===== src/hdl/ppcg_pkg.sv =====
// Shared definitions for the plasma pixel color generator.
// Holds pattern codes, controller command types, constants and sine helpers.
// No dependencies.
package ppcg_pkg;

	localparam int COLUMN_COUNT_DEF = 32;
	localparam int ROW_COUNT_DEF    = 32;

	// pattern register codes
	localparam logic [3:0] PAT_RINGS      = 4'd0;
	localparam logic [3:0] PAT_PLASMA1    = 4'd1;
	localparam logic [3:0] PAT_PLASMA2    = 4'd2;
	localparam logic [3:0] PAT_PLASMA3    = 4'd3;
	localparam logic [3:0] PAT_PLASMA4    = 4'd4;
	localparam logic [3:0] PAT_PASTEL1    = 4'd5;
	localparam logic [3:0] PAT_PASTEL4    = 4'd8;
	localparam logic [3:0] PAT_TERM_X     = 4'd9;
	localparam logic [3:0] PAT_TERM_CROSS = 4'd10;
	localparam logic [3:0] PAT_TERM_DIAG  = 4'd11;
	localparam logic [3:0] PAT_TERM_RING  = 4'd12;
	localparam logic [3:0] PASTEL_OFS     = 4'd4;

	// phase step constants (16-bit turn)
	localparam logic [15:0] STEP_Q4    = 16'd2607;
	localparam logic [15:0] STEP_Q8    = 16'd1303;
	localparam logic [15:0] STEP_R16   = 16'd651;
	localparam logic [15:0] STEP_R32   = 16'd325;
	localparam logic [15:0] STEP_R2    = 16'd5215;
	localparam logic [15:0] STEP_RING  = 16'd1000;
	localparam logic [15:0] STEP_CROSS = 16'd10;
	localparam logic [15:0] QUARTER    = 16'h4000;

	localparam int          ROOT_LIMIT_INT = 65536 / 3;
	localparam logic [15:0] ROOT_LIMIT     = 16'(ROOT_LIMIT_INT);
	localparam logic [30:0] DIV3_MAGIC     = 31'h5555_5556;
	localparam logic [9:0]  RECIP3         = 10'd683;

	localparam logic [15:0] SINE_BASE [0:7] = '{16'd0, 16'd6393, 16'd12539, 16'd18204,
		16'd23170, 16'd27245, 16'd30273, 16'd32137};
	localparam logic [5:0] SINE_SLOPE [0:7] = '{6'd49, 6'd48, 6'd44, 6'd38,
		6'd31, 6'd23, 6'd14, 6'd4};
	localparam logic [6:0] SINE8_TBL [0:7] = '{7'd0, 7'd49, 7'd49, 7'd41,
		7'd90, 7'd27, 7'd117, 7'd10};

	typedef enum logic [3:0] {
		OP_NONE,
		OP_LOAD,
		OP_DIV,
		OP_SINE,
		OP_PREP,
		OP_ROOT,
		OP_PHASE,
		OP_WAVE,
		OP_VALUE,
		OP_THETA,
		OP_COLOR
	} ppcg_op_t;

	typedef struct packed {
		ppcg_op_t   op;
		logic [2:0] idx;
	} ppcg_cmd_t;

	// magnitude of the piecewise-linear 16-bit sine; sign is phase bit 15
	function automatic logic [15:0] sine16_mag(input logic [15:0] a);
		logic [10:0] off;
		logic [2:0]  sec;
		logic [6:0]  frac;
		off = a[13:3];
		if (a[14]) begin
			off = 11'd2047 - off;
		end
		sec  = off[10:8];
		frac = off[7:1];
		return SINE_BASE[sec] + 16'(16'(SINE_SLOPE[sec]) * 16'(frac));
	endfunction

	// 8-bit sine, 128 +/- 127
	function automatic logic [7:0] sine8(input logic [7:0] theta);
		logic [7:0]  off;
		logic [4:0]  sub;
		logic [1:0]  sec;
		logic [11:0] p;
		logic [7:0]  y;
		off = theta[6] ? 8'd255 - theta : theta;
		sub = {1'b0, off[3:0]} + {4'd0, theta[6]};
		sec = off[5:4];
		p   = 12'(SINE8_TBL[{sec, 1'b1}]) * 12'(sub);
		y   = 8'(p >> 4) + {1'b0, SINE8_TBL[{sec, 1'b0}]};
		return theta[7] ? 8'd128 - y : 8'd128 + y;
	endfunction

endpackage


===== src/hdl/ppcg_root.sv =====
// Ceiling square root of a 16-bit value, one result bit per step.
// Saturates to 255 above 21845. Depends on ppcg_pkg.
module ppcg_root import ppcg_pkg::*; (
	input  logic        clk,
	input  logic        start,
	input  logic        step,
	input  logic [2:0]  bit_idx,
	input  logic [15:0] value,
	output logic [7:0]  root
);

	logic [15:0] v_q;
	logic [7:0]  r_q;
	logic [7:0]  trial;
	logic [15:0] trial_sq;

	assign trial    = r_q | (8'd1 << bit_idx);
	assign trial_sq = 16'(16'(trial) * 16'(trial));

	// floor root of (v - 1), built greedily from the top bit
	always_ff @(posedge clk) begin
		if (start) begin
			v_q <= value;
			r_q <= '0;
		end else if (step && trial_sq < v_q) begin
			r_q <= trial;
		end
	end

	always_comb begin
		if (v_q == 16'd0) begin
			root = 8'd0;
		end else if (v_q > ROOT_LIMIT) begin
			root = 8'd255;
		end else begin
			root = r_q + 8'd1;
		end
	end

endmodule


===== src/hdl/ppcg_dp.sv =====
// Datapath: pattern register, operand registers, shared sine unit, two root units,
// wave accumulator and color stage. Driven by ppcg_ctrl commands; uses ppcg_pkg.
module ppcg_dp import ppcg_pkg::*; #(
	parameter int COLUMN_COUNT = COLUMN_COUNT_DEF,
	parameter int ROW_COUNT    = ROW_COUNT_DEF
) (
	input  logic       clk,
	input  logic       arst_n,
	input  logic       pattern_we,
	input  logic [3:0] pattern_wdata,
	input  logic [4:0] column,
	input  logic [4:0] row,
	input  logic [30:0] frame_time,
	input  ppcg_cmd_t  cmd,
	output logic [7:0] red,
	output logic [7:0] green,
	output logic [7:0] blue
);

	logic [3:0]  pattern_q;
	logic [3:0]  pat_q;
	logic [3:0]  vp;
	logic [4:0]  x_q;
	logic [4:0]  y_q;
	logic [30:0] t_q;
	logic [15:0] t3_q;
	logic [61:0] div_prod;
	logic [3:0]  sneg_q;
	logic [15:0] smag_q [4];
	logic [15:0] phase_s;
	logic [15:0] a_q;
	logic [15:0] phase_q;
	logic [15:0] phase_w;
	logic [9:0]  acc_q;
	logic [7:0]  val_q;
	logic [7:0]  thg_q;
	logic [7:0]  thb_q;
	logic [7:0]  red_q;
	logic [7:0]  green_q;
	logic [7:0]  blue_q;

	always_ff @(posedge clk or negedge arst_n) begin
		if (!arst_n) begin
			pattern_q <= PAT_RINGS;
		end else if (pattern_we) begin
			pattern_q <= pattern_wdata;
		end
	end

	// pastel patterns reuse the plasma value formulas
	always_comb begin
		if (pat_q >= PAT_PASTEL1 && pat_q <= PAT_PASTEL4) begin
			vp = pat_q - PASTEL_OFS;
		end else begin
			vp = pat_q;
		end
	end

	assign div_prod = 62'(t_q) * 62'(DIV3_MAGIC);

	// phase for the four stored sines: two radius offsets, cross sine, cross cosine
	always_comb begin
		case (cmd.idx[1:0])
			2'd0:    phase_s = (vp == PAT_RINGS) ? t_q[17:2] : t_q[18:3];
			2'd1:    phase_s = (vp == PAT_RINGS) ? t3_q : t_q[19:4];
			2'd2:    phase_s = (vp == PAT_PLASMA4) ? t3_q : t_q[16:1];
			default: phase_s = ((vp == PAT_PLASMA4) ? t_q[17:2] : t3_q) + QUARTER;
		endcase
	end

	// prep: offset centers, squared radii, cross term
	logic [4:0]         ox_m;
	logic [4:0]         oy_m;
	logic signed [7:0]  cx;
	logic signed [7:0]  cy;
	logic signed [9:0]  dx;
	logic signed [9:0]  dy;
	logic signed [9:0]  dxr;
	logic signed [9:0]  dyr;
	logic signed [9:0]  xo;
	logic signed [9:0]  yo;
	logic [15:0]        sq_c;
	logic [15:0]        sq_p;
	logic [15:0]        sq_o;
	logic [15:0]        v1;
	logic [20:0]        xp;
	logic [20:0]        yp;
	logic [15:0]        xs;
	logic [15:0]        ys;
	logic [15:0]        a_s;

	always_comb begin
		ox_m = (vp == PAT_RINGS) ? 5'(smag_q[0] >> 11) : 5'(smag_q[0] >> 10);
		oy_m = (vp == PAT_RINGS) ? 5'(smag_q[1] >> 11) : 5'(smag_q[1] >> 10);
		cx   = sneg_q[0] ? ({3'd0, x_q} - {3'd0, ox_m}) : ({3'd0, x_q} + {3'd0, ox_m});
		cy   = sneg_q[1] ? ({3'd0, y_q} - {3'd0, oy_m}) : ({3'd0, y_q} + {3'd0, oy_m});
		sq_c = 16'(16'(cx) * 16'(cx)) + 16'(16'(cy) * 16'(cy));
		sq_p = 16'(16'(x_q) * 16'(x_q)) + 16'(16'(y_q) * 16'(y_q));
		dx   = $signed({5'd0, x_q}) - $signed(10'(COLUMN_COUNT));
		dy   = $signed({5'd0, y_q}) - $signed(10'(ROW_COUNT));
		dxr  = dx + $signed({9'd0, dx[9]});
		dyr  = dy + $signed({9'd0, dy[9]});
		xo   = dxr >>> 1;
		yo   = dyr >>> 1;
		sq_o = 16'(16'(xo) * 16'(xo)) + 16'(16'(yo) * 16'(yo));
		case (vp) inside
			PAT_RINGS, PAT_PLASMA3, PAT_PLASMA4: v1 = sq_c;
			default:                             v1 = sq_p;
		endcase
		xp  = 21'(x_q) * 21'(smag_q[2]);
		yp  = 21'(y_q) * 21'(smag_q[3]);
		xs  = 16'(xp[20:8]);
		ys  = 16'(yp[20:8]);
		a_s = (sneg_q[2] ? 16'd0 - xs : xs) + (sneg_q[3] ? 16'd0 - ys : ys);
	end

	logic [7:0] r1;
	logic [7:0] r2;

	ppcg_root u_root_main (
		.clk     (clk),
		.start   (cmd.op == OP_PREP),
		.step    (cmd.op == OP_ROOT),
		.bit_idx (cmd.idx),
		.value   (v1),
		.root    (r1)
	);

	ppcg_root u_root_ofs (
		.clk     (clk),
		.start   (cmd.op == OP_PREP),
		.step    (cmd.op == OP_ROOT),
		.bit_idx (cmd.idx),
		.value   (sq_o),
		.root    (r2)
	);

	// phase of wave term idx for the active formula
	always_comb begin
		phase_w = '0;
		case (vp)
			PAT_PLASMA1: begin
				case (cmd.idx[1:0])
					2'd0:    phase_w = 16'(x_q * STEP_Q4) + t_q[17:2];
					2'd1:    phase_w = 16'(y_q * STEP_Q4) + t_q[17:2];
					2'd2:    phase_w = 16'((x_q + y_q) * STEP_Q8) + t_q[18:3];
					default: phase_w = 16'(r1 * STEP_RING) + t_q[15:0];
				endcase
			end
			PAT_PLASMA2: begin
				case (cmd.idx[1:0])
					2'd0:    phase_w = 16'(x_q * STEP_R16);
					2'd1:    phase_w = 16'(y_q * STEP_R32);
					2'd2:    phase_w = 16'(r2 * STEP_RING);
					default: phase_w = 16'(r1 * STEP_RING) + t_q[15:0];
				endcase
			end
			PAT_PLASMA3: begin
				case (cmd.idx[1:0])
					2'd0:    phase_w = 16'(x_q * STEP_Q8) + t_q[17:2];
					2'd1:    phase_w = 16'(a_q * STEP_CROSS);
					2'd2:    phase_w = 16'((x_q + y_q) * STEP_Q8) + t_q[18:3];
					default: phase_w = 16'(r1 * STEP_R2) + t_q[15:0];
				endcase
			end
			PAT_PLASMA4: begin
				case (cmd.idx[1:0])
					2'd0:    phase_w = 16'(x_q * STEP_Q4) + t_q[15:0];
					2'd1:    phase_w = 16'(a_q * STEP_CROSS);
					2'd2:    phase_w = 16'(r1 * STEP_Q8) + t_q[15:0];
					default: phase_w = '0;
				endcase
			end
			PAT_TERM_X:     phase_w = 16'(x_q * STEP_Q8) + t_q[17:2];
			PAT_TERM_CROSS: phase_w = 16'(a_q * STEP_CROSS);
			PAT_TERM_DIAG:  phase_w = 16'((x_q + y_q) * STEP_Q8) + t_q[18:3];
			PAT_TERM_RING:  phase_w = 16'(r1 * STEP_RING) + t_q[15:0];
			PAT_RINGS:      phase_w = 16'(r1 * STEP_Q8) + t_q[16:1];
			default:        phase_w = '0;
		endcase
	end

	// wave term: 128 + sine / 256 (or / 512), truncated toward zero
	logic        w_used;
	logic        w_half;
	logic [15:0] w_mag;
	logic [7:0]  w_div;
	logic [9:0]  w_val;

	always_comb begin
		case (vp) inside
			PAT_PLASMA1, PAT_PLASMA2, PAT_PLASMA3: w_used = 1'b1;
			PAT_PLASMA4:                           w_used = (cmd.idx[1:0] != 2'd3);
			PAT_RINGS, [PAT_TERM_X:PAT_TERM_RING]: w_used = (cmd.idx[1:0] == 2'd0);
			default:                               w_used = 1'b0;
		endcase
		w_half = (vp == PAT_PLASMA3 && cmd.idx[1:0] == 2'd3)
			|| (vp == PAT_PLASMA4 && cmd.idx[1:0] == 2'd2);
		w_mag = sine16_mag(phase_q);
		w_div = w_half ? 8'(w_mag >> 9) : 8'(w_mag >> 8);
		w_val = phase_q[15] ? 10'd128 - 10'(w_div) : 10'd128 + 10'(w_div);
	end

	// value and pastel angles
	logic [19:0] acc_prod;
	logic [7:0]  val_s;
	logic [19:0] tg_prod;
	logic [19:0] tb_prod;

	always_comb begin
		acc_prod = 20'(acc_q) * 20'(RECIP3);
		case (vp) inside
			PAT_PLASMA1, PAT_PLASMA2: val_s = acc_q[9:2];
			PAT_PLASMA3, PAT_PLASMA4: val_s = 8'(acc_prod >> 11);
			default:                  val_s = acc_q[7:0];
		endcase
		tg_prod = 20'({val_q, 1'b0}) * 20'(RECIP3);
		tb_prod = 20'({val_q, 2'b0}) * 20'(RECIP3);
	end

	// hue to RGB at full saturation and value; pastel patterns pass the value and two angles through the 8-bit sine
	logic [2:0]  region;
	logic [7:0]  hbase;
	logic [7:0]  hdiff;
	logic [7:0]  rem;
	logic [7:0]  rem_n;
	logic [15:0] m_q;
	logic [15:0] m_t;
	logic [7:0]  in_q;
	logic [7:0]  in_t;
	logic [15:0] o_q;
	logic [15:0] o_t;
	logic [7:0]  hq;
	logic [7:0]  ht;
	logic [7:0]  r_s;
	logic [7:0]  g_s;
	logic [7:0]  b_s;

	always_comb begin
		if (val_q < 8'd43) begin
			region = 3'd0;
			hbase  = 8'd0;
		end else if (val_q < 8'd86) begin
			region = 3'd1;
			hbase  = 8'd43;
		end else if (val_q < 8'd129) begin
			region = 3'd2;
			hbase  = 8'd86;
		end else if (val_q < 8'd172) begin
			region = 3'd3;
			hbase  = 8'd129;
		end else if (val_q < 8'd215) begin
			region = 3'd4;
			hbase  = 8'd172;
		end else begin
			region = 3'd5;
			hbase  = 8'd215;
		end
		hdiff = val_q - hbase;
		rem   = 8'(hdiff * 8'd6);
		rem_n = 8'd255 - rem;
		m_q   = {rem, 8'd0} - {8'd0, rem};
		m_t   = {rem_n, 8'd0} - {8'd0, rem_n};
		in_q  = 8'd255 - m_q[15:8];
		in_t  = 8'd255 - m_t[15:8];
		o_q   = {in_q, 8'd0} - {8'd0, in_q};
		o_t   = {in_t, 8'd0} - {8'd0, in_t};
		hq    = o_q[15:8];
		ht    = o_t[15:8];

		r_s = 8'd0;
		g_s = 8'd0;
		b_s = 8'd0;
		case (pat_q) inside
			[PAT_RINGS:PAT_PLASMA4], [PAT_TERM_X:PAT_TERM_RING]: begin
				case (region)
					3'd0: begin
						r_s = 8'd255;
						g_s = ht;
					end
					3'd1: begin
						r_s = hq;
						g_s = 8'd255;
					end
					3'd2: begin
						g_s = 8'd255;
						b_s = ht;
					end
					3'd3: begin
						g_s = hq;
						b_s = 8'd255;
					end
					3'd4: begin
						r_s = ht;
						b_s = 8'd255;
					end
					default: begin
						r_s = 8'd255;
						b_s = hq;
					end
				endcase
			end
			[PAT_PASTEL1:PAT_PASTEL4]: begin
				r_s = sine8(val_q);
				g_s = sine8(thg_q);
				b_s = sine8(thb_q);
			end
			default: begin
				r_s = 8'd0;
			end
		endcase
	end

	always_ff @(posedge clk) begin
		case (cmd.op)
			OP_LOAD: begin
				x_q   <= column;
				y_q   <= row;
				t_q   <= frame_time;
				pat_q <= pattern_q;
			end
			OP_DIV: begin
				t3_q <= div_prod[47:32];
			end
			OP_SINE: begin
				sneg_q[cmd.idx[1:0]] <= phase_s[15];
				smag_q[cmd.idx[1:0]] <= sine16_mag(phase_s);
			end
			OP_PREP: begin
				a_q   <= a_s;
				acc_q <= '0;
			end
			OP_PHASE: begin
				phase_q <= phase_w;
			end
			OP_WAVE: begin
				if (w_used) begin
					acc_q <= acc_q + w_val;
				end
			end
			OP_VALUE: begin
				val_q <= val_s;
			end
			OP_THETA: begin
				thg_q <= val_q + 8'(tg_prod >> 11);
				thb_q <= val_q + 8'(tb_prod >> 11);
			end
			OP_COLOR: begin
				red_q   <= r_s;
				green_q <= g_s;
				blue_q  <= b_s;
			end
			default: begin
				acc_q <= acc_q;
			end
		endcase
	end

	assign red   = red_q;
	assign green = green_q;
	assign blue  = blue_q;

endmodule


===== src/hdl/ppcg_ctrl.sv =====
// Controller: sequences one pixel request through the datapath and owns both handshakes.
// Depends on ppcg_pkg for the command type.
module ppcg_ctrl import ppcg_pkg::*; (
	input  logic      clk,
	input  logic      arst_n,
	input  logic      pixel_valid,
	output logic      pixel_stall,
	output logic      color_valid,
	input  logic      color_stall,
	output ppcg_cmd_t cmd
);

	typedef enum logic [3:0] {
		S_IDLE,
		S_DIV,
		S_SINE,
		S_PREP,
		S_ROOT,
		S_PHASE,
		S_WAVE,
		S_VALUE,
		S_THETA,
		S_COLOR
	} state_t;

	state_t     state_q;
	logic [2:0] cnt_q;
	logic       color_valid_q;
	logic       accept;
	logic       out_free;

	assign pixel_stall = (state_q != S_IDLE);
	assign accept      = pixel_valid && !pixel_stall;
	assign out_free    = !color_valid_q || !color_stall;
	assign color_valid = color_valid_q;

	always_comb begin
		cmd.idx = cnt_q;
		unique case (state_q)
			S_IDLE:  cmd.op = accept ? OP_LOAD : OP_NONE;
			S_DIV:   cmd.op = OP_DIV;
			S_SINE:  cmd.op = OP_SINE;
			S_PREP:  cmd.op = OP_PREP;
			S_ROOT:  cmd.op = OP_ROOT;
			S_PHASE: cmd.op = OP_PHASE;
			S_WAVE:  cmd.op = OP_WAVE;
			S_VALUE: cmd.op = OP_VALUE;
			S_THETA: cmd.op = OP_THETA;
			S_COLOR: cmd.op = out_free ? OP_COLOR : OP_NONE;
			default: cmd.op = OP_NONE;
		endcase
	end

	always_ff @(posedge clk or negedge arst_n) begin
		if (!arst_n) begin
			state_q       <= S_IDLE;
			cnt_q         <= '0;
			color_valid_q <= 1'b0;
		end else begin
			if (color_valid_q && !color_stall) begin
				color_valid_q <= 1'b0;
			end
			unique case (state_q)
				S_IDLE: begin
					if (accept) begin
						state_q <= S_DIV;
					end
				end
				S_DIV: begin
					state_q <= S_SINE;
					cnt_q   <= '0;
				end
				S_SINE: begin
					if (cnt_q == 3'd3) begin
						state_q <= S_PREP;
					end else begin
						cnt_q <= cnt_q + 3'd1;
					end
				end
				S_PREP: begin
					state_q <= S_ROOT;
					cnt_q   <= 3'd7;
				end
				S_ROOT: begin
					if (cnt_q == 3'd0) begin
						state_q <= S_PHASE;
					end else begin
						cnt_q <= cnt_q - 3'd1;
					end
				end
				S_PHASE: begin
					state_q <= S_WAVE;
				end
				S_WAVE: begin
					if (cnt_q == 3'd3) begin
						state_q <= S_VALUE;
					end else begin
						state_q <= S_PHASE;
						cnt_q   <= cnt_q + 3'd1;
					end
				end
				S_VALUE: begin
					state_q <= S_THETA;
				end
				S_THETA: begin
					state_q <= S_COLOR;
				end
				S_COLOR: begin
					if (out_free) begin
						color_valid_q <= 1'b1;
						state_q       <= S_IDLE;
					end
				end
				default: begin
					state_q <= S_IDLE;
				end
			endcase
		end
	end

	a_busy_after_accept: assert property (@(posedge clk) disable iff (!arst_n)
		accept |=> pixel_stall)
		else $error("accepted request did not make the block busy");

	a_result_from_color: assert property (@(posedge clk) disable iff (!arst_n)
		$rose(color_valid_q) |-> $past(state_q == S_COLOR))
		else $error("result raised outside the color step");

	a_hold_pending: assert property (@(posedge clk) disable iff (!arst_n)
		(state_q == S_COLOR && color_valid_q && color_stall)
		|=> (state_q == S_COLOR && color_valid_q))
		else $error("pending result overwritten");

endmodule


===== src/hdl/plasma_pixel_color_generator.sv =====
// Plasma pixel color generator: one RGB color per pixel request.
// The sequencer runs the time division, four stored sines, the eight-step root units and the four wave terms
// in order, and takes no new request until it has handed the previous color to the output register.
// A finished color waits in the output register; a new request is taken meanwhile.
// Reset (arst_n low, asynchronous) clears the sequencer, the output valid and pattern to 0.
// Depends on ppcg_pkg, ppcg_ctrl, ppcg_dp and ppcg_root.
module plasma_pixel_color_generator import ppcg_pkg::*; #(
	parameter int COLUMN_COUNT = COLUMN_COUNT_DEF,
	parameter int ROW_COUNT    = ROW_COUNT_DEF
) (
	input  logic        clk,
	input  logic        arst_n,
	// pattern register write
	input  logic        pattern_we,
	input  logic [3:0]  pattern_wdata,
	// pixel request
	input  logic        pixel_valid,
	output logic        pixel_stall,
	input  logic [4:0]  column,
	input  logic [4:0]  row,
	input  logic [30:0] frame_time,
	// color result
	output logic        color_valid,
	input  logic        color_stall,
	output logic [7:0]  red,
	output logic [7:0]  green,
	output logic [7:0]  blue
);

	// Command from the sequencer to the datapath, one step per cycle except while the color step waits for the receiver:
	// load operands, divide time by three, four stored sines, prep squares,
	// eight root steps, four phase/wave pairs, value, pastel angles, color.
	ppcg_cmd_t cmd;

	ppcg_ctrl u_ctrl (
		.clk         (clk),
		.arst_n      (arst_n),
		.pixel_valid (pixel_valid),
		.pixel_stall (pixel_stall),
		.color_valid (color_valid),
		.color_stall (color_stall),
		.cmd         (cmd)
	);

	// Datapath holds the pattern register; it is sampled when a request loads,
	// so a write only ever affects later pixels.
	ppcg_dp #(
		.COLUMN_COUNT (COLUMN_COUNT),
		.ROW_COUNT    (ROW_COUNT)
	) u_dp (
		.clk           (clk),
		.arst_n        (arst_n),
		.pattern_we    (pattern_we),
		.pattern_wdata (pattern_wdata),
		.column        (column),
		.row           (row),
		.frame_time    (frame_time),
		.cmd           (cmd),
		.red           (red),
		.green         (green),
		.blue          (blue)
	);

endmodule


===== config.mk =====
export PLATFORM = sky130hd
export DESIGN_NAME = plasma_pixel_color_generator
export DESIGN_NICKNAME = d
export VERILOG_FILES = /design/src/hdl/ppcg_pkg.sv /design/src/hdl/ppcg_root.sv /design/src/hdl/ppcg_dp.sv /design/src/hdl/ppcg_ctrl.sv /design/src/hdl/plasma_pixel_color_generator.sv
export SDC_FILE = /design/constraint.sdc
export NUM_CORES = 2
export LEC_CHECK = 0
export BUFFER_PORTS_ARGS = -buffer_cell sky130_fd_sc_hd__buf_4
export CAP_MARGIN = 25
export CORE_MARGIN = 5
export CORE_UTILIZATION = 45
export CTS_CLUSTER_SIZE = 24
export DETAILED_ROUTE_END_ITERATION = 10
export GPL_TIMING_DRIVEN = 0
export SETUP_SLACK_MARGIN = 0.2
export SLEW_MARGIN = 20
export SYNTH_ARGS = -nofsm -noshare
export SYNTH_HDL_FRONTEND = slang
export SYNTH_SLANG_ARGS = --single-unit

===== constraint.sdc =====
create_clock -name clk -period 9.9 [get_ports clk]
set_clock_uncertainty 0.1 [all_clocks]
set_input_delay 0.99 -clock clk [delete_from_list [all_inputs] [get_ports clk]]
set_output_delay 0.99 -clock clk [all_outputs]
set_load 0.05 [all_outputs]

# Word-level counts from Yosys, hierarchy flattened
# Memory sizes are Yosys's and may differ from the RTL's.
# Index checks and enable logic that the tools add are counted.
[word_totals] mem_count=11 ram_bits=64 out_inout_bits=26 in_bits=50 mem_bits_ro=688 elab_cells=347 ff_bits=215
[classes] shifts=1 bitwise=10 muxes=99 n_reduce_logical=40 magnitude_cmp=27 n_addsub=62 n_eq_ne=43 mul=31
[memory_table] memory="(name not given)" depth=8 width=16 read_ports=1 rd_ports_with_merged_regs=0 write_ports=0 line="ppcg_pkg.sv:75" source="return SINE_BASE[sec] + 16'(16'(SINE_SLOPE[sec]) * 16'(frac));"
[memory_table] memory="(name not given)" depth=8 width=16 read_ports=1 rd_ports_with_merged_regs=0 write_ports=0 line="ppcg_pkg.sv:75"
[memory_table] memory="u_dp.smag_q" depth=4 width=16 read_ports=4 rd_ports_with_merged_regs=0 write_ports=1 line="ppcg_dp.sv:29" source="logic [15:0] smag_q [4];"
[memory_table] memory="(name not given)" depth=8 width=7 read_ports=1 rd_ports_with_merged_regs=0 write_ports=0 line="ppcg_pkg.sv:88" source="p = 12'(SINE8_TBL[{sec, 1'b1}]) * 12'(sub);"
[memory_table] memory="(name not given)" depth=8 width=7 read_ports=1 rd_ports_with_merged_regs=0 write_ports=0 line="ppcg_pkg.sv:89" source="y = 8'(p >> 4) + {1'b0, SINE8_TBL[{sec, 1'b0}]};"
[memory_table] memory="(name not given)" depth=8 width=7 read_ports=1 rd_ports_with_merged_regs=0 write_ports=0 line="ppcg_pkg.sv:88"
[memory_table] memory="+5 memories"
[ops] op="$pmux 16 s3" count=5
[ops] op="$add 16x16->16" count=12
[ops] op="$mux 16" count=11
[ops] op="$mux 8" count=22
[ops] op="$pmux 16 s9" count=1
[ops] op="$mux 7" count=13
[ops] op="$pmux 4 s10" count=2
[ops] op="$pmux 8 s3" count=3
[ops] op="$mul 8x8->16" count=4
[ops] op="$sub 16x8->16" count=4
[ops] op="$sub 8x8->8 const A" count=6
[ops] op="$mul 31x30->47 const B" count=1
[ops] op="$mul 5x16->21" count=2
[ops] op="$mux 6" count=7
[ops] op="$ge 4x4->1 const B" count=10
[ops] op="$eq 4x3->1 const B" count=9
[ops] op="$eq 4x4->1 const B" count=9
[ops] op="$mul 7x5->12" count=3
[ops] op="$mux 11" count=3
[ops] op="$add 16x13->16" count=2
[ops] op="$gt 16x15->1 const B" count=2
[ops] op="$logic_not 16->1" count=2
[ops] op="$lt 16x16->1" count=2
[ops] op="$mul 5x12->16 const B" count=2
[ops] op="other kinds (80)" count=176

# Longest topological paths before layout
[logic_depth] depth_word=16 depth_mapped=42 mapped_depth_nobuf=40

# Cells and area by module
# Synthesis repeated with hierarchy kept, for this count alone.
[hier_totals] hier_cells=7767 area_unflattened_um2=70486.4
[by_module_without_submodules] module="ppcg_dp" seq_area_each_um2=5805.6 cells_per_inst=6990 n_inst=1 area_each_um2=63623.5
[by_module_without_submodules] module="ppcg_root at u_dp.u_root_main" seq_area_each_um2=640.6 cells_per_inst=350 n_inst=1 area_each_um2=3143.0
[by_module_without_submodules] module="ppcg_root at u_dp.u_root_ofs" seq_area_each_um2=640.6 cells_per_inst=356 n_inst=1 area_each_um2=3083.0
[by_module_without_submodules] module="ppcg_ctrl" seq_area_each_um2=200.2 cells_per_inst=71 n_inst=1 area_each_um2=636.9

# Least setup slack after synthesis
# OpenSTA, ideal clock, no wires.
[synth_path] path_kind="reg-to-reg" from="register u_dp.pat_q[2]" to="register u_dp.u_root_main.v_q[15] (data pin)" path_stages_with_launch=42 t_arrival_ns=8.968 setup_time_ns=0.266 path_buffers=2 setup_slack_ns=0.566 path_cell_list="edfxtp_1 -> inv_1 -> ha_1 -> or3b_2 -> mux2i_1 -> nand2_1 -> o21a_1 -> nor2_1 -> clkbuf_1 -> nand2_1 -> nand2_1 -> inv_1 -> ha_1 -> o21bai_1 -> a21oi_1 -> inv_1 -> a21oi_1 -> o21a_1 -> [... 6 more ...] -> fa_1 -> fa_1 -> inv_1 -> fa_1 -> fa_1 -> fa_1 -> inv_1 -> ha_1 -> inv_1 -> o21bai_1 -> a21oi_1 -> o21bai_1 -> a21oi_1 -> nor2b_1 -> o21a_1 -> o41ai_1 -> xnor2_1 -> nor2_1"
[synth_via] elab_chain_len=10
[synth_rtl] item="start: declaration" line="ppcg_dp.sv:21" source="logic [3:0] pat_q;"
[synth_rtl] item="start signal: assignment" line="ppcg_dp.sv:320" source="pat_q <= pattern_q;"
[synth_rtl] item="$ge 4x3->1 / $le 4x4->1 (equally long branches)" line="ppcg_dp.sv:52" source="if (pat_q >= PAT_PASTEL1 && pat_q <= PAT_PASTEL4) begin"
[synth_rtl] item="$logic_and 1x1->1" line="ppcg_dp.sv:52"
[synth_rtl] item="$mux 4 *" line="ppcg_dp.sv:52"
[synth_rtl] item="$logic_not 4->1" line="ppcg_dp.sv:93, ppcg_dp.sv:94"
[synth_rtl] item="$mux 5, on equally long branches" line="ppcg_dp.sv:93, ppcg_dp.sv:94"
[synth_rtl] item="$add 5x5->6, or another cell as far along" line="ppcg_dp.sv:95" source="cx = sneg_q[0] ? ({3'd0, x_q} - {3'd0, ox_m}) : ({3'd0, x_q} + {3'd0, ox_m});"
[synth_rtl] item="$mux 8, on equally long branches" line="ppcg_dp.sv:95, ppcg_dp.sv:96"
[synth_rtl] item="$mul 8x8->16" line="ppcg_dp.sv:97" source="sq_c = 16'(16'(cx) * 16'(cx)) + 16'(16'(cy) * 16'(cy));"
[synth_rtl] item="$add 16x16->16" line="ppcg_dp.sv:97"
[synth_rtl] item="$mux 16 *" line="ppcg_dp.sv:106" source="case (vp) inside"
[synth_rtl] item="end signal: assignment" line="ppcg_root.sv:23" source="v_q <= value;"
[synth_rtl] item="end: declaration" line="ppcg_root.sv:12" source="logic [15:0] v_q;"
# Mark *: on every way between the ends. The rest lies on a longest branch, timed or not.
# A chain may end at the register's enable or synchronous reset.

# Final worst setup path
# Same ends and word-level chain as after synthesis.

==> key figures <==
Global route
  – Pin count of the biggest net entering global routing: between 50 and 60
  – Grt total ovfl: 0
  – Antenna violations before repair: 4
  – Total Routing Usage GR: between 20 and 25%
  – First-pass GRT wire length: slightly above 300 mm
  – Number of global-route vias before repair: 55,587

Worst setup path
  – Crit. End Element: flop
  – Crit path kind: reg2reg
  – Slowest library cell on the worst path: fa_1
  – CP max FO: 10
  – Crit path required time: 10.13 ns
  – Max stage delay on crit path: approximately 0.55 ns
  – Reg2reg start: u_dp.pat_q[2]
  – Most used cell, CP: fa_1
  – Type of origin of the critical path: flop
  – WP data arrival: 9.68 ns
  – Worst Setup SP: u_dp.pat_q[2]

Layout
  – Post-route cell area: 75,200 um^2
  – # fillers: 14,690
  – Ratio of cells with drive above 1 in the final layout: approximately 4.7%
  – Register area: 7290 um^2
  – P&R area growth vs syn: 7.44%
  – Finished Layout Cells: slightly below 10,000
  – Final #Nets: between 10,000 and 15,000
  – Multi-input logic area: approximately 56,000 um^2

Run status
  – Outcome: complete, no violations

Clock tree
  – TritonCTS Sinks: 250
  – Bufs on Longest Clock Path: 3
  – Cts bufs inserted: 38
  – H-tree Lvls: 2
  – Root buffer cell: clkbuf_16
  – CTS tree: built
  – Worst skew pair latency: 0.62 ns
  – CTS clk-pin slew, worst paths: 0.07 ns

Placed design
  – Gpl congestion: 0.998
  – PortBufs: 75
  – Post-DP Area: 73,600 um^2
  – DP HPWL: between 150 and 200 mm
  – Placed cells: between 9,000 and 10,000

Flow run
  – Max-cap violations: 0

Yosys
  – Post-synthesis async set-or-reset flop share: ~4.8%
  – Ranking of synthesized cells by area: fa_1 27%, ha_1 22%, edfxtp_1 9.5%
  – Register area share after synthesis: roughly a tenth
  – Number of synthesized register bits: 250
  – Post-synth EDFFs: about 220
  – Syn Inst Count: 7,707
  – Syn_area_per_cell: 9.09 um^2
  – Yosys cell types: 119
  – Main synth FF type: edfxtp_1
  – Mapped Area: roughly 70,000 um^2
  – Yosys top cell area share: a little over a quarter
  – Cell taking the most area after synthesis: fa_1
  – Synth warn: 0

Routing
  – DRC: 0
  – Final ANT Viol Nets: 0
  – Drt pass-1 iters: 5
  – DR vias: between 50,000 and 60,000
  – Final WL: between 150 and 200 mm
  – WL per Instance: approximately 20 um
  – Drt first-iter violations: 3,177
  – Vias/cell: ~5.4

STA
  – Slew headroom: between 20% and 30%
  – Fmax: about 110 MHz
  – Period minus WS final: around 9.5 ns
  – Fin crit share: 95.5%
  – Fin Hold WS: approximately 0.16 ns
  – RSZ-0062 raised after global routing: yes
  – Finish-stage setup viols: 0
  – Final hold vios: 0
  – Slew @ Worst Pin: around 1.1 ns
  – Slew Limit Fails: 0

Die
  – Die area: 164,000 um^2
  – DIE WIDTH: ~400 um
  – Die Y: 404 um
  – Number of top-level pins: 76
  – Cell row count: between 100 and 150
  – Core Region: between 150,000 and 200,000 um^2
  – Starting Density: 45.4%

Min path
  – HP Class: in2async
## metrics by stage
stage,setup TNS (ns),utilization [%],worst slack [ns]
2_1_floorplan,0,-,0.566
3_3_place_gp,-10.63,47.4,-1.73
3_5_place_dp,-10.68,47.7,-1.76
4_1_cts,0,48.6,0.251
5_1_grt,0,48.7,0.0571
6_report,0,48.7,0.441
## final timing paths
| check | slack (ns) | cells past startpoint | to |
|---|---|---|---|
| min reg2reg | 0.34 | 0 | u_dp.pat_q[0] |
| max | 0.44 | 39 | u_dp.u_root_main.v_q[15] |
| max reg2reg | 0.44 | 39 | u_dp.u_root_main.v_q[15] |
| min in group clk | 0.34 | 0 | u_dp.pat_q[0] |
| max in group asynchronous | 9.32 | 1 | u_ctrl.state_q[2] |
| min | 0.16 | 1 | u_ctrl.state_q[0] |
## cell families after synthesis
kind of cell / after synthesis / share of synthesized area (%)
flops: 250 / 10.4
mux: 71 / 1.26
other cells: 1 / 0.00536
buf+inv: 1748 / 9.43
xor+xnor: 528 / 6.67
simple gates: 1680 / 11.3
compound gates: 1227 / 11.3
fa+ha+maj: 2202 / 49.6
## Yosys cell counts, types with 16 or more instances
cell / count
mux2i_1: 38
fa_1: 960
dfxtp_1: 16
o221ai_1: 27
and2_1: 119
nor4_1: 24
o21a_1: 63
a31oi_1: 35
xor2_1: 166
o21ai_0: 238
clkbuf_1: 100
nand3_1: 79
or3_1: 36
nand4_1: 21
o22ai_1: 29
mux2_2: 21
nor2_1: 467
ha_1: 1241
xnor2_1: 358
nor3_1: 121
or2_2: 37
a211oi_1: 30
a21o_1: 103
o21ai_1: 17
nand2_1: 537
nand2b_1: 93
edfxtp_1: 222
inv_1: 1612
o21bai_1: 61
and3_1: 28
nor2b_1: 55
a21oi_1: 383
o211ai_1: 41
## layout make-up
class	count	share of cell area [%]
Multi-Input combinational cell	5711	74.9
Sequential cell	250	9.69
Inverter	1615	8.07
Tap cell	2044	3.40
Timing Repair Buffer	116	1.47
Clock buffer	43	1.32
Buffer	133	0.773
Clock inverter	26	0.354
Antenna cell	1	0.00333
## cells in the final DEF, fill, tap and decap left out, drive strengths merged, types with 14 or more instances in the layout
cell type,count
nor4,25
o211ai,42
a22oi,14
a21o,103
o21ai,261
and3,29
xnor2,359
or2,41
nor3,122
nor2b,56
mux2,22
buf,149
a21oi,384
fa,960
xor2,167
ha,1241
a21boi,15
nand3,79
dfxtp,16
a211o,15
and2,121
nand2b,93
o21bai,63
clkbuf,143
edfxtp,222
nand4,22
nor2,467
a31oi,36
mux2i,38
o22ai,30
o221ai,27
or3,37
nand2,538
a211oi,33
o21a,63
inv,1618
## what timing repair did
item	CTS	global route
pin swaps	2	6
setup endpoints to repair	14	47
gates resized for setup	25	47
buffers inserted	4	10
hold buffers	0	0
## routing by layer
metal | part of all wire [%] | track usage (%) | wire length, um | vias up
met4 | 4.0 | 8.32 | 7860 | 4
met1 | 44 | 32.5 | 86700 | 26233
met3 | 4.6 | 2.20 | 9030 | 292
met2 | 47 | 41.0 | 91600 | 1235
li1 | - | - | - | 25513
met5 | 0.014 | 0 | 27 | -
## critical path, delay by kind of cell (launching register included)
family	cells	cell delay, ns
xor+xnor	2	0.57
flops	1	0.43
mux	1	0.23
compound gates	9	1.58
fa+ha+maj	10	4.08
simple gates	9	1.41
buf+inv	8	0.80
## flip-flops by register name, indices dropped and copies added (netlist names), 10 cells and up
signal	flops
u_dp.acc_q	10
u_dp.t_q	31
u_dp.u_root_ofs.v_q	16
u_dp.u_root_main.v_q	16
u_dp.smag_q	44
u_dp.t3_q	12
u_dp.phase_q	12
u_dp.a_q	15
Power is not shown: default switching activity piles up to over one toggle a cycle in this logic, so the estimate is an artifact.
